[src/hdl/cto_pkg.sv]
// ----------------------------------------------------------------------------
// cto_pkg
// Shared types and constants for the connection timeout table.
// ----------------------------------------------------------------------------
package cto_pkg;

  localparam int MAX_CONN_DEFAULT = 64;
  localparam int TIME_W = 32;
  localparam int NT_W = 25;
  localparam logic [NT_W-1:0] NEXT_MAX = 25'd16777215;
  localparam logic [NT_W-1:0] NEXT_NONE = '1;

  localparam logic [1:0] CMD_ADD = 2'd0;
  localparam logic [1:0] CMD_REMOVE = 2'd1;
  localparam logic [1:0] CMD_TICK = 2'd2;

  localparam logic [1:0] ST_OK = 2'd0;
  localparam logic [1:0] ST_REPLACED = 2'd1;
  localparam logic [1:0] ST_NOT_FOUND = 2'd2;

  typedef enum logic [1:0] {
    S_IDLE,
    S_SCAN,
    S_PICK
  } state_t;

endpackage

[src/hdl/cto_ram.sv]
// ----------------------------------------------------------------------------
// cto_ram
// Generic single-port-write, single-port-read RAM with registered read.
// ----------------------------------------------------------------------------
module cto_ram #(
  parameter int WIDTH = 32,
  parameter int DEPTH = 64
) (
  input  logic                     clk,
  input  logic                     we,
  input  logic [$clog2(DEPTH)-1:0] waddr,
  input  logic [WIDTH-1:0]         wdata,
  input  logic [$clog2(DEPTH)-1:0] raddr,
  output logic [WIDTH-1:0]         rdata
);

  logic [WIDTH-1:0] mem [DEPTH];

  always_ff @(posedge clk) begin
    if (we) begin
      mem[waddr] <= wdata;
    end
    rdata <= mem[raddr];
  end

endmodule

[src/hdl/connection_timeout_table_top.sv]
// ----------------------------------------------------------------------------
// connection_timeout_table_top
// Per-connection millisecond timers; expiry times kept in a RAM, armed bits
// in flops. Ticks emit due ids oldest first.
// ----------------------------------------------------------------------------
// Add/remove/idle tick: one result word after one RAM sweep computing the
// earliest expiry.
// Tick with N due ids: one sweep, then one further sweep per id; the sweeps
// run one after another because of the single RAM read port.
// Reset: time zero, all slots disarmed; no clearing pass is needed.
// Results cannot be stalled: done is high for one cycle per word.
module connection_timeout_table_top #(
  parameter int MAX_CONNECTIONS = cto_pkg::MAX_CONN_DEFAULT
) (
  input  logic        clk,
  input  logic        rst,
  input  logic        start,
  output logic        busy,
  input  logic [1:0]  command,
  input  logic [5:0]  connection_id,
  input  logic [23:0] timeout_ms,
  output logic        done,
  output logic        expired_valid,
  output logic [5:0]  expired_id,
  output logic        last,
  output logic [1:0]  status,
  output logic signed [24:0] next_timeout,
  output logic [6:0]  armed_count
);

  localparam int IW = $clog2(MAX_CONNECTIONS);
  localparam int CW = $clog2(MAX_CONNECTIONS + 1);
  localparam int NT_W_FIX = cto_pkg::NT_W;

  cto_pkg::state_t state, state_next;

  logic [31:0] time_now;
  logic [MAX_CONNECTIONS-1:0] armed;
  logic [MAX_CONNECTIONS-1:0] due;
  logic [6:0]  count, count_next;
  logic [6:0]  pending, pending_next;
  logic        is_tick;
  logic [1:0]  cmd_status;
  logic        any, any_next;
  logic signed [31:0] best, best_next;
  logic        found, found_next;
  logic [31:0] best_age, best_age_next;
  logic [IW-1:0] pick, pick_next;

  logic [CW-1:0] cnt;
  logic          rd_vld;
  logic [IW-1:0] rd_idx;
  logic [31:0]   rdata;

  logic          accept;
  logic          in_range;
  logic [IW-1:0] cid;
  logic          sweep_end;
  logic [31:0]   age;
  logic signed [31:0] gap;
  logic          due_hit;
  logic [NT_W_FIX-1:0] nt_val;

  assign busy = (state != cto_pkg::S_IDLE);
  assign accept = start && !busy;
  assign in_range = ({1'b0, connection_id} < 7'(MAX_CONNECTIONS));
  assign cid = connection_id[IW-1:0];
  assign sweep_end = (cnt == CW'(MAX_CONNECTIONS));
  assign age = time_now - rdata;
  assign gap = signed'(rdata - time_now);
  assign due_hit = rd_vld && (state == cto_pkg::S_SCAN) && is_tick && armed[rd_idx]
                   && !age[31];

  cto_ram #(.WIDTH(cto_pkg::TIME_W), .DEPTH(MAX_CONNECTIONS)) u_ram (
    .clk  (clk),
    .we   (accept && command == cto_pkg::CMD_ADD && in_range),
    .waddr(cid),
    .wdata(time_now + 32'(timeout_ms)),
    .raddr(cnt[IW-1:0]),
    .rdata(rdata)
  );

  // sweep bookkeeping for the word returning from the RAM
  always_comb begin
    count_next = count;
    pending_next = pending;
    any_next = any;
    best_next = best;
    found_next = found;
    best_age_next = best_age;
    pick_next = pick;
    if (rd_vld && state == cto_pkg::S_SCAN) begin
      if (due_hit) begin
        count_next = count - 7'd1;
        pending_next = pending + 7'd1;
      end else if (armed[rd_idx] && (!any || gap < best)) begin
        any_next = 1'b1;
        best_next = gap;
      end
    end
    if (rd_vld && state == cto_pkg::S_PICK) begin
      // strict compare keeps the lower id on equal age
      if (due[rd_idx] && (!found || age > best_age)) begin
        found_next = 1'b1;
        best_age_next = age;
        pick_next = rd_idx;
      end
    end
  end

  always_comb begin
    if (!any_next) begin
      nt_val = cto_pkg::NEXT_NONE;
    end else if (best_next < 0) begin
      nt_val = '0;
    end else if (best_next > 32'(cto_pkg::NEXT_MAX)) begin
      nt_val = cto_pkg::NEXT_MAX;
    end else begin
      nt_val = best_next[NT_W_FIX-1:0];
    end
  end

  always_comb begin
    state_next = state;
    case (state)
      cto_pkg::S_IDLE: begin
        if (accept) state_next = cto_pkg::S_SCAN;
      end
      cto_pkg::S_SCAN: begin
        if (sweep_end) begin
          state_next = (pending_next != 7'd0) ? cto_pkg::S_PICK : cto_pkg::S_IDLE;
        end
      end
      cto_pkg::S_PICK: begin
        if (sweep_end) begin
          state_next = (pending != 7'd1) ? cto_pkg::S_PICK : cto_pkg::S_IDLE;
        end
      end
      default: state_next = cto_pkg::S_IDLE;
    endcase
  end

  always_ff @(posedge clk) begin
    if (rst) begin
      state <= cto_pkg::S_IDLE;
      time_now <= '0;
      armed <= '0;
      due <= '0;
      count <= '0;
      pending <= '0;
      cnt <= '0;
      rd_vld <= 1'b0;
      done <= 1'b0;
    end else begin
      state <= state_next;
      count <= count_next;
      pending <= pending_next;
      done <= 1'b0;
      rd_vld <= (state != cto_pkg::S_IDLE) && !sweep_end;
      if (state != cto_pkg::S_IDLE && !sweep_end) begin
        cnt <= cnt + CW'(1);
      end else begin
        cnt <= '0;
      end
      if (due_hit) begin
        armed[rd_idx] <= 1'b0;
        due[rd_idx] <= 1'b1;
      end
      if (accept) begin
        case (command)
          cto_pkg::CMD_ADD: begin
            if (in_range) begin
              armed[cid] <= 1'b1;
              if (!armed[cid]) count <= count + 7'd1;
            end
          end
          cto_pkg::CMD_REMOVE: begin
            if (in_range && armed[cid]) begin
              armed[cid] <= 1'b0;
              count <= count - 7'd1;
            end
          end
          cto_pkg::CMD_TICK: time_now <= time_now + 32'd1;
          default: ;
        endcase
      end
      if (state == cto_pkg::S_SCAN && sweep_end && pending_next == 7'd0) begin
        done <= 1'b1;
      end
      if (state == cto_pkg::S_PICK && sweep_end) begin
        done <= 1'b1;
        due[pick_next] <= 1'b0;
        pending <= pending - 7'd1;
      end
    end
  end

  // datapath registers, no reset needed
  always_ff @(posedge clk) begin
    rd_idx <= cnt[IW-1:0];
    any <= any_next;
    best <= best_next;
    found <= found_next;
    best_age <= best_age_next;
    pick <= pick_next;
    if (accept) begin
      is_tick <= (command == cto_pkg::CMD_TICK);
      any <= 1'b0;
      best <= '0;
      if (command == cto_pkg::CMD_ADD && in_range && armed[cid]) begin
        cmd_status <= cto_pkg::ST_REPLACED;
      end else if (command == cto_pkg::CMD_REMOVE && !(in_range && armed[cid])) begin
        cmd_status <= cto_pkg::ST_NOT_FOUND;
      end else begin
        cmd_status <= cto_pkg::ST_OK;
      end
    end
    if (state != cto_pkg::S_PICK || sweep_end) begin
      found <= 1'b0;
    end
    if (state == cto_pkg::S_SCAN && sweep_end) begin
      next_timeout <= signed'(nt_val);
      armed_count <= count_next;
      expired_valid <= 1'b0;
      expired_id <= '0;
      last <= 1'b1;
      status <= is_tick ? cto_pkg::ST_OK : cmd_status;
    end
    if (state == cto_pkg::S_PICK && sweep_end) begin
      expired_valid <= 1'b1;
      expired_id <= 6'(pick_next);
      last <= (pending == 7'd1);
      status <= cto_pkg::ST_OK;
    end
  end

`ifndef SYNTH
  a_count_match: assert property (@(posedge clk) disable iff (rst)
    $countones(armed) == 32'(count))
    else $error("armed count out of step with armed bits");

  a_idle_no_due: assert property (@(posedge clk) disable iff (rst)
    (state == cto_pkg::S_IDLE) |-> (pending == 7'd0 && due == '0))
    else $error("due slots left over after tick");

  a_done_busy: assert property (@(posedge clk) disable iff (rst)
    done |-> $past(busy))
    else $error("result word without a command in flight");

  a_expired_status: assert property (@(posedge clk) disable iff (rst)
    (done && expired_valid) |-> (status == cto_pkg::ST_OK))
    else $error("expired word carries nonzero status");
`endif

endmodule

[config.mk]
export PLATFORM = sky130hd
export DESIGN_NAME = connection_timeout_table_top
export DESIGN_NICKNAME = d
export VERILOG_FILES = /design/src/hdl/cto_pkg.sv /design/src/hdl/cto_ram.sv /design/src/hdl/connection_timeout_table_top.sv
export SDC_FILE = /design/constraint.sdc
export NUM_CORES = 2
export LEC_CHECK = 0
export ABC_AREA = 1
export BUFFER_PORTS_ARGS = -buffer_cell sky130_fd_sc_hd__buf_2
export CORE_UTILIZATION = 55
export CTS_CLUSTER_DIAMETER = 30
export DETAILED_ROUTE_END_ITERATION = 8
export PLACE_DENSITY = 0.71
export SYNTH_ARGS = -nofsm -noshare
export SYNTH_HDL_FRONTEND = slang
export SYNTH_SLANG_ARGS = --single-unit
[constraint.sdc]
create_clock -name clk -period 13.4 [get_ports clk]
set_input_delay 0.67 -clock clk [delete_from_list [all_inputs] [get_ports clk]]
set_output_delay 0.67 -clock clk [all_outputs]
set_load 0.005 [all_outputs]
; Word level (Yosys, flattened, before mapping)
; Memory sizes are Yosys's and may differ from the RTL's. A register that Yosys moved wholly into a read port is not among the register bits.
; Cells that the tools add are included.
[totals]
rom_bits = 0
memories = 1
ramBits = 2048
regBits = 308
output_inout_bits = 44
latchBits = 0
in_bits = 35
[op_classes]
mux = 55
order_cmp = 10
eq_ne = 11
div = 0
n_shift = 0
n_addsub = 9
mul = 0
bitwise = 9
reduce_logical = 37
[memory_table]
columns = name, depth, word_bits, rd, rd_clocked_by_memory_dff, write_ports, line_no
row1 = u_ram.mem, 64, 32, 1, 1, 1, cto_ram.sv:17  ; logic [WIDTH-1:0] mem [DEPTH];
[op_table]
columns = operator, n
row1 = 64-bit 2-to-1 mux, 7
row2 = 64-bit bitwise AND, 3
row3 = 64-bit NOT, 3
row4 = 64-bit OR, 2
row5 = 64-bit one-hot mux with 2 select lines, 1
row6 = 32-bit 2-to-1 mux, 3
row7 = 32-bit subtractor, 2
row8 = 7-bit 2-to-1 mux, 8
row9 = 25-bit 2-to-1 mux, 2
row10 = "32-bit by 1-bit adder with 32-bit output, second input constant", 1
row11 = 32-bit by 24-bit adder with 32-bit output, 1
row12 = "32-bit by 24-bit greater-than comparator with 1-bit output, second input constant", 1
row13 = 32-bit greater-than comparator, 1
row14 = "32-bit by 1-bit < comparator with 1-bit output, second input constant", 1
row15 = 32-bit < comparator, 1
row16 = 6-bit 2-to-1 mux, 4
row17 = "7-bit by 1-bit adder with 7-bit output, second input constant", 3
row18 = "6-bit by 7-bit < comparator with 1-bit output, second input constant", 3
row19 = 1-bit binary-select mux with 6-bit select, 3
row20 = 1-bit demux with 6-bit select, 3
row21 = "6-bit by 1-bit >= comparator with 1-bit output, second input constant", 3
row22 = 1-bit logical AND, 18
row23 = 1-bit 2-to-1 mux, 15
row24 = 2-bit 2-to-1 mux, 7
row25 = 19 further kinds, 35

; Longest topological paths before layout
[depth]
ltp_word = 13
mapped_depth = 35
depth_no_buf = 32

; Cells and area by module
; From an unflattened synthesis, not the netlist that was laid out.
[hier_totals]
cells_unflattened = 10084
hier_area_um2 = 104721.7
[by_module_without_submodules]
columns = module, cells_each, area_each_um2, instances, seq_area_each_um2
row1 = cto_ram, 6769, 82738.1, 1, 62139.6
row2 = connection_timeout_table_top, 3315, 21983.6, 1, 6906.6

; Worst setup path after synthesis
; No wires, ideal clock.
[synth_timing]
path_type = input-to-reg
startpoint = input port timeout_ms[0]
endpoint = memory u_ram.mem[0][22], data pin
cell_stages = 12
path_buffers = 0
setup_time_ns = 0.568
t_required_ns = 12.832
arrival_time_ns = 4.601
path_slack_ns = 8.231
cell_sequence = ha_1 -> inv_1 -> fa_1 -> o21ai_0 -> a21boi_0 -> o21bai_1 -> a21oi_1 -> o21ai_0 -> a21boi_0 -> o21ai_0 -> a21oi_1 -> xnor2_1
[synth_between]
elab_chain_len = 1
[synth_rtl]
columns = item, line_no
row1 = from (decl), connection_timeout_table_top.sv:21  ; input logic [23:0] timeout_ms,
row2 = 32-bit by 24-bit adder with 32-bit output, connection_timeout_table_top.sv:78  ; .wdata(time_now + 32'(timeout_ms)),
row3 = via u_ram.wdata[22], cto_ram.sv:12  ; input logic [WIDTH-1:0] wdata,
row4 = to (decl), cto_ram.sv:17
; The timed path passes the listed nets, and every way through them passes these cells.

; Worst setup path in the final report
[layout_timing]
startpoint = register time_now[5]
endpoint = register next_timeout[4], data pin
[layout_between]
elab_chain_len = 10
[layout_rtl]
columns = item, line_no
row1 = from (decl), connection_timeout_table_top.sv:37  ; logic [31:0] time_now;
row2 = from (signal assigned), connection_timeout_table_top.sv:183  ; cto_pkg::CMD_TICK: time_now <= time_now + 32'd1;
row3 = 32-bit subtractor, connection_timeout_table_top.sv:70  ; assign gap = signed'(rdata - time_now);
row4 = 32-bit < comparator, connection_timeout_table_top.sv:96  ; end else if (armed[rd_idx] && (!any || gap < best)) begin
row5 = 1-bit logical OR, connection_timeout_table_top.sv:96
row6 = 1-bit logical AND, connection_timeout_table_top.sv:96
row7 = 32-bit 2-to-1 mux, connection_timeout_table_top.sv:96
row8 = 32-bit 2-to-1 mux, connection_timeout_table_top.sv:93  ; if (due_hit) begin
row9 = 32-bit 2-to-1 mux, connection_timeout_table_top.sv:92  ; if (rd_vld && state == cto_pkg::S_SCAN) begin
row10 = 32-bit by 24-bit greater-than comparator with 1-bit output, connection_timeout_table_top.sv:116  ; end else if (best_next > 32'(cto_pkg::NEXT_MAX)) begin
row11 = 25-bit 2-to-1 mux, connection_timeout_table_top.sv:116
row12 = 25-bit 2-to-1 mux, connection_timeout_table_top.sv:114  ; end else if (best_next < 0) begin
row13 = to (signal assigned), connection_timeout_table_top.sv:222  ; next_timeout <= signed'(nt_val);
row14 = to (decl), connection_timeout_table_top.sv:27  ; output logic signed [24:0] next_timeout,
; Parallel ways exist; a longest one is shown, timed or not.
; A chain may end at the register's enable or synchronous reset.

==> metrics.md <==
| Metric | Value |
|---|---|
| Status | finished clean |
| Register area share after synthesis | 0.682 |
| Die H | 431 um |
| Routed wire per std cell | 26.6 um |
| Largest net degree at the start of global routing | 202 |
| Core area | 183000 sq um |
| Dominant synthesized flop cell | edfxtp_1 |
| Startpoint types | register |
| Leakage Power | 0.0426 uW |
| Vias per cell | 6.35 |
| Synthesis-to-finish area growth | 18.5% |
| Vias | 75332 |
| Die ar. | 186000 sq um |
| Crit path max fanout | 59 |
| Synth unique cells | 58 |
| Sinks on Clock Net | 2388 |
| Die W | 431 um |
| Drt first-iter violations | 10728 |
| Min Tclk post-route | 6230 ps |
| Unrepaired setup endpoints after global routing | false |
| Initial antenna violation count | 18 |
| Maximum root-to-sink buffer count | 4 |
| Gate Count Post-Synth | 8886 |
| Post-synth EDFFs | 2122 |
| Post-Route WL | 316000 um |
| Yosys warns | 0 |
| Slew Viols, Final | 0 |
| Most common cell after layout, fill and taps aside | edfxtp_1 |
| Commonest cells after routing, fill and taps aside | edfxtp_1, nor2_1, o21ai_0, nand2_1, inv_1 |
| Final Setup Violations | 0 |
| Core Rows | 157 |
| TritonCTS clock tree | yes |
| CP max stage cell | o21ai_2 |
| Net count, final | 9232 |
| Worst hold-check path type | in -> reg |
| GP Congestion | 0.956 |
| Final instance area | 120000 sq um |
| Total GRT Usage | 0.334 |
| Slowest stage delay, CP | 880 ps |
| Placed Area | 105000 sq um |
| CP required | 14070 ps |
| DRC Markers | 0 |
| Cts repair resizes | 0 |
| Setup CP Type | reg -> reg |
| Final period util | 0.465 |
| Peak supply drop | 0.000121 V |
| Most used cell along the critical path | nand2_1 |
| # Post-CTS Setup Buffers | 0 |
| Crit path capture type | register |
| Rel. slew slack | 0.138 |
| FMAX | 160 MHz |
| Final core occ | 0.656 |
| Clk_lat worst skew | 1000 ps |
| Syn_area_per_cell | 11.4 sq um |
| Clock skew | 66.2 ps |
| Drt pass-1 iters | 7 |
| Tightest Pin Transition | 1290 ps |
| Starting density of the core | 0.553 |
| Port buffer count | 78 |
| Post-Syn Area | 101000 sq um |
| CTS clk-pin slew, worst paths | 40 ps |
| Post-route ant nets | 0 |
| Layout cells sized above 1 | 0.115 |
| Root Driver | clkbuf_16 |
| Max-cap violations | 0 |
| Synthesized flop and latch total | 2388 |
| Clock H-tree levels | 5 |
| Critical Path AT | 6900 ps |
| First-pass GRT wire length | 460000 um |
| Global route overflow | 0 |
| Post-synth net total | 9081 |
| Setup TNS | 0 ps |
| Fraction of registers with async set/reset | 0 |
| CTS Buf Count | 447 |
| Final-report hold violation count | 0 |
| Vias in the first global route | 72930 |
| Hold-fix buffers, CTS | 0 |
| Worst reg-to-reg setup slack | 7170 ps |
| PwrDens | 168 nW/um^2 |
| Dpl hpwl | 172000 um |
| Total power | 20100 uW |
| IO Count | 79 |
[per-layer routing]
layer,global-route usage,vias up,part of all wire
met4,0.154,10,0.046
met2,0.520,5074,0.46
met1,0.450,36755,0.38
li1,-,32620,-
met5,0,-,0.00019
met3,0.0732,873,0.12
[power by group]
group | internal (uW) | switching, uW | total, uW
registers | 8120 | 14.4 | 8140
logic | 184 | 551 | 734
clock network | 7570 | 3660 | 11200
[synth_stat cells (all sizes together) (14+ instances only)]
cell type     n  area share
a22oi        14      0.0010
o221ai      267       0.023
xnor2        29      0.0025
o21a         19      0.0014
a21boi       15      0.0011
a21oi       233       0.012
nand3       299       0.015
xor2         83      0.0072
clkbuf      497       0.019
ha          157       0.019
o211ai       75      0.0056
o21ai      1248       0.062
nor2       1468       0.055
nand4        61      0.0038
edfxtp     2122        0.63
a31oi        33      0.0020
nand2       925       0.034
o22ai       348       0.022
dfxtp       266       0.053
inv         507       0.019
nor3        101      0.0052
buf          42      0.0022
[layout make-up]
type	instances	area [sq um]
diodes	8	20.0
clock buffers	532	11800
clock inverters	274	3300
fillers	13022	63000
inverters	512	1950
multi-input cells	5447	29000
flip-flops and latches	2388	69100
well taps	2464	3080
repair buffers	241	1730
[state kept, by name (all words and copies together) (netlist names), 2 cells and up]
signal        flops
next_timeout     25
pick              6
status            2
due              64
best             32
expired_id        6
cmd_status        2
time_now         32
cnt               7
pending           7
armed_count       7
state             2
best_age         32
rd_idx            6
count             7
armed            64
u_ram.mem      2048
u_ram.rdata      32
[cell families (layout without fill, tap and decap cells)]
family,after synthesis,count (layout),synth area share
adders and majority gates,160,160,0.0200
xor gates and xnor gates,112,112,0.00969
AOI/OAI and AO/OA,2302,2302,0.134
DFF,2388,2388,0.682
other,0,8,0
buffers and inverters,1051,1559,0.0399
and+or+nand+nor,2873,2873,0.115
[worst paths after layout]
path,cells past startpoint,startpoint,to
max,29,time_now[5],next_timeout[4]
min,3,start,state[0]
max reg2reg,29,time_now[5],next_timeout[4]
min reg2reg,2,found,found
[critical path: cells and delay by family (launching register included)]
kind                       cells  cell delay, ps
and+or+nand+nor               15            2250
adders and majority gates      2             750
AOI/OAI and AO/OA              6            1850
xor gates and xnor gates       1             220
buffers and inverters          5             410
DFF                            1             430
[through the flow]
step | instances | hold slack (ps) | setup slack (ps)
global route | 11862 | 138 | 6300
global placement | 11052 | 460 | 7090
detailed placement | 11052 | 472 | 6950
floorplan | 8886 | 329 | 8230
finish | 11866 | 168 | 7170
CTS | 11858 | 107 | 7170
No activity file was read; power rests on OpenSTA's default activity.
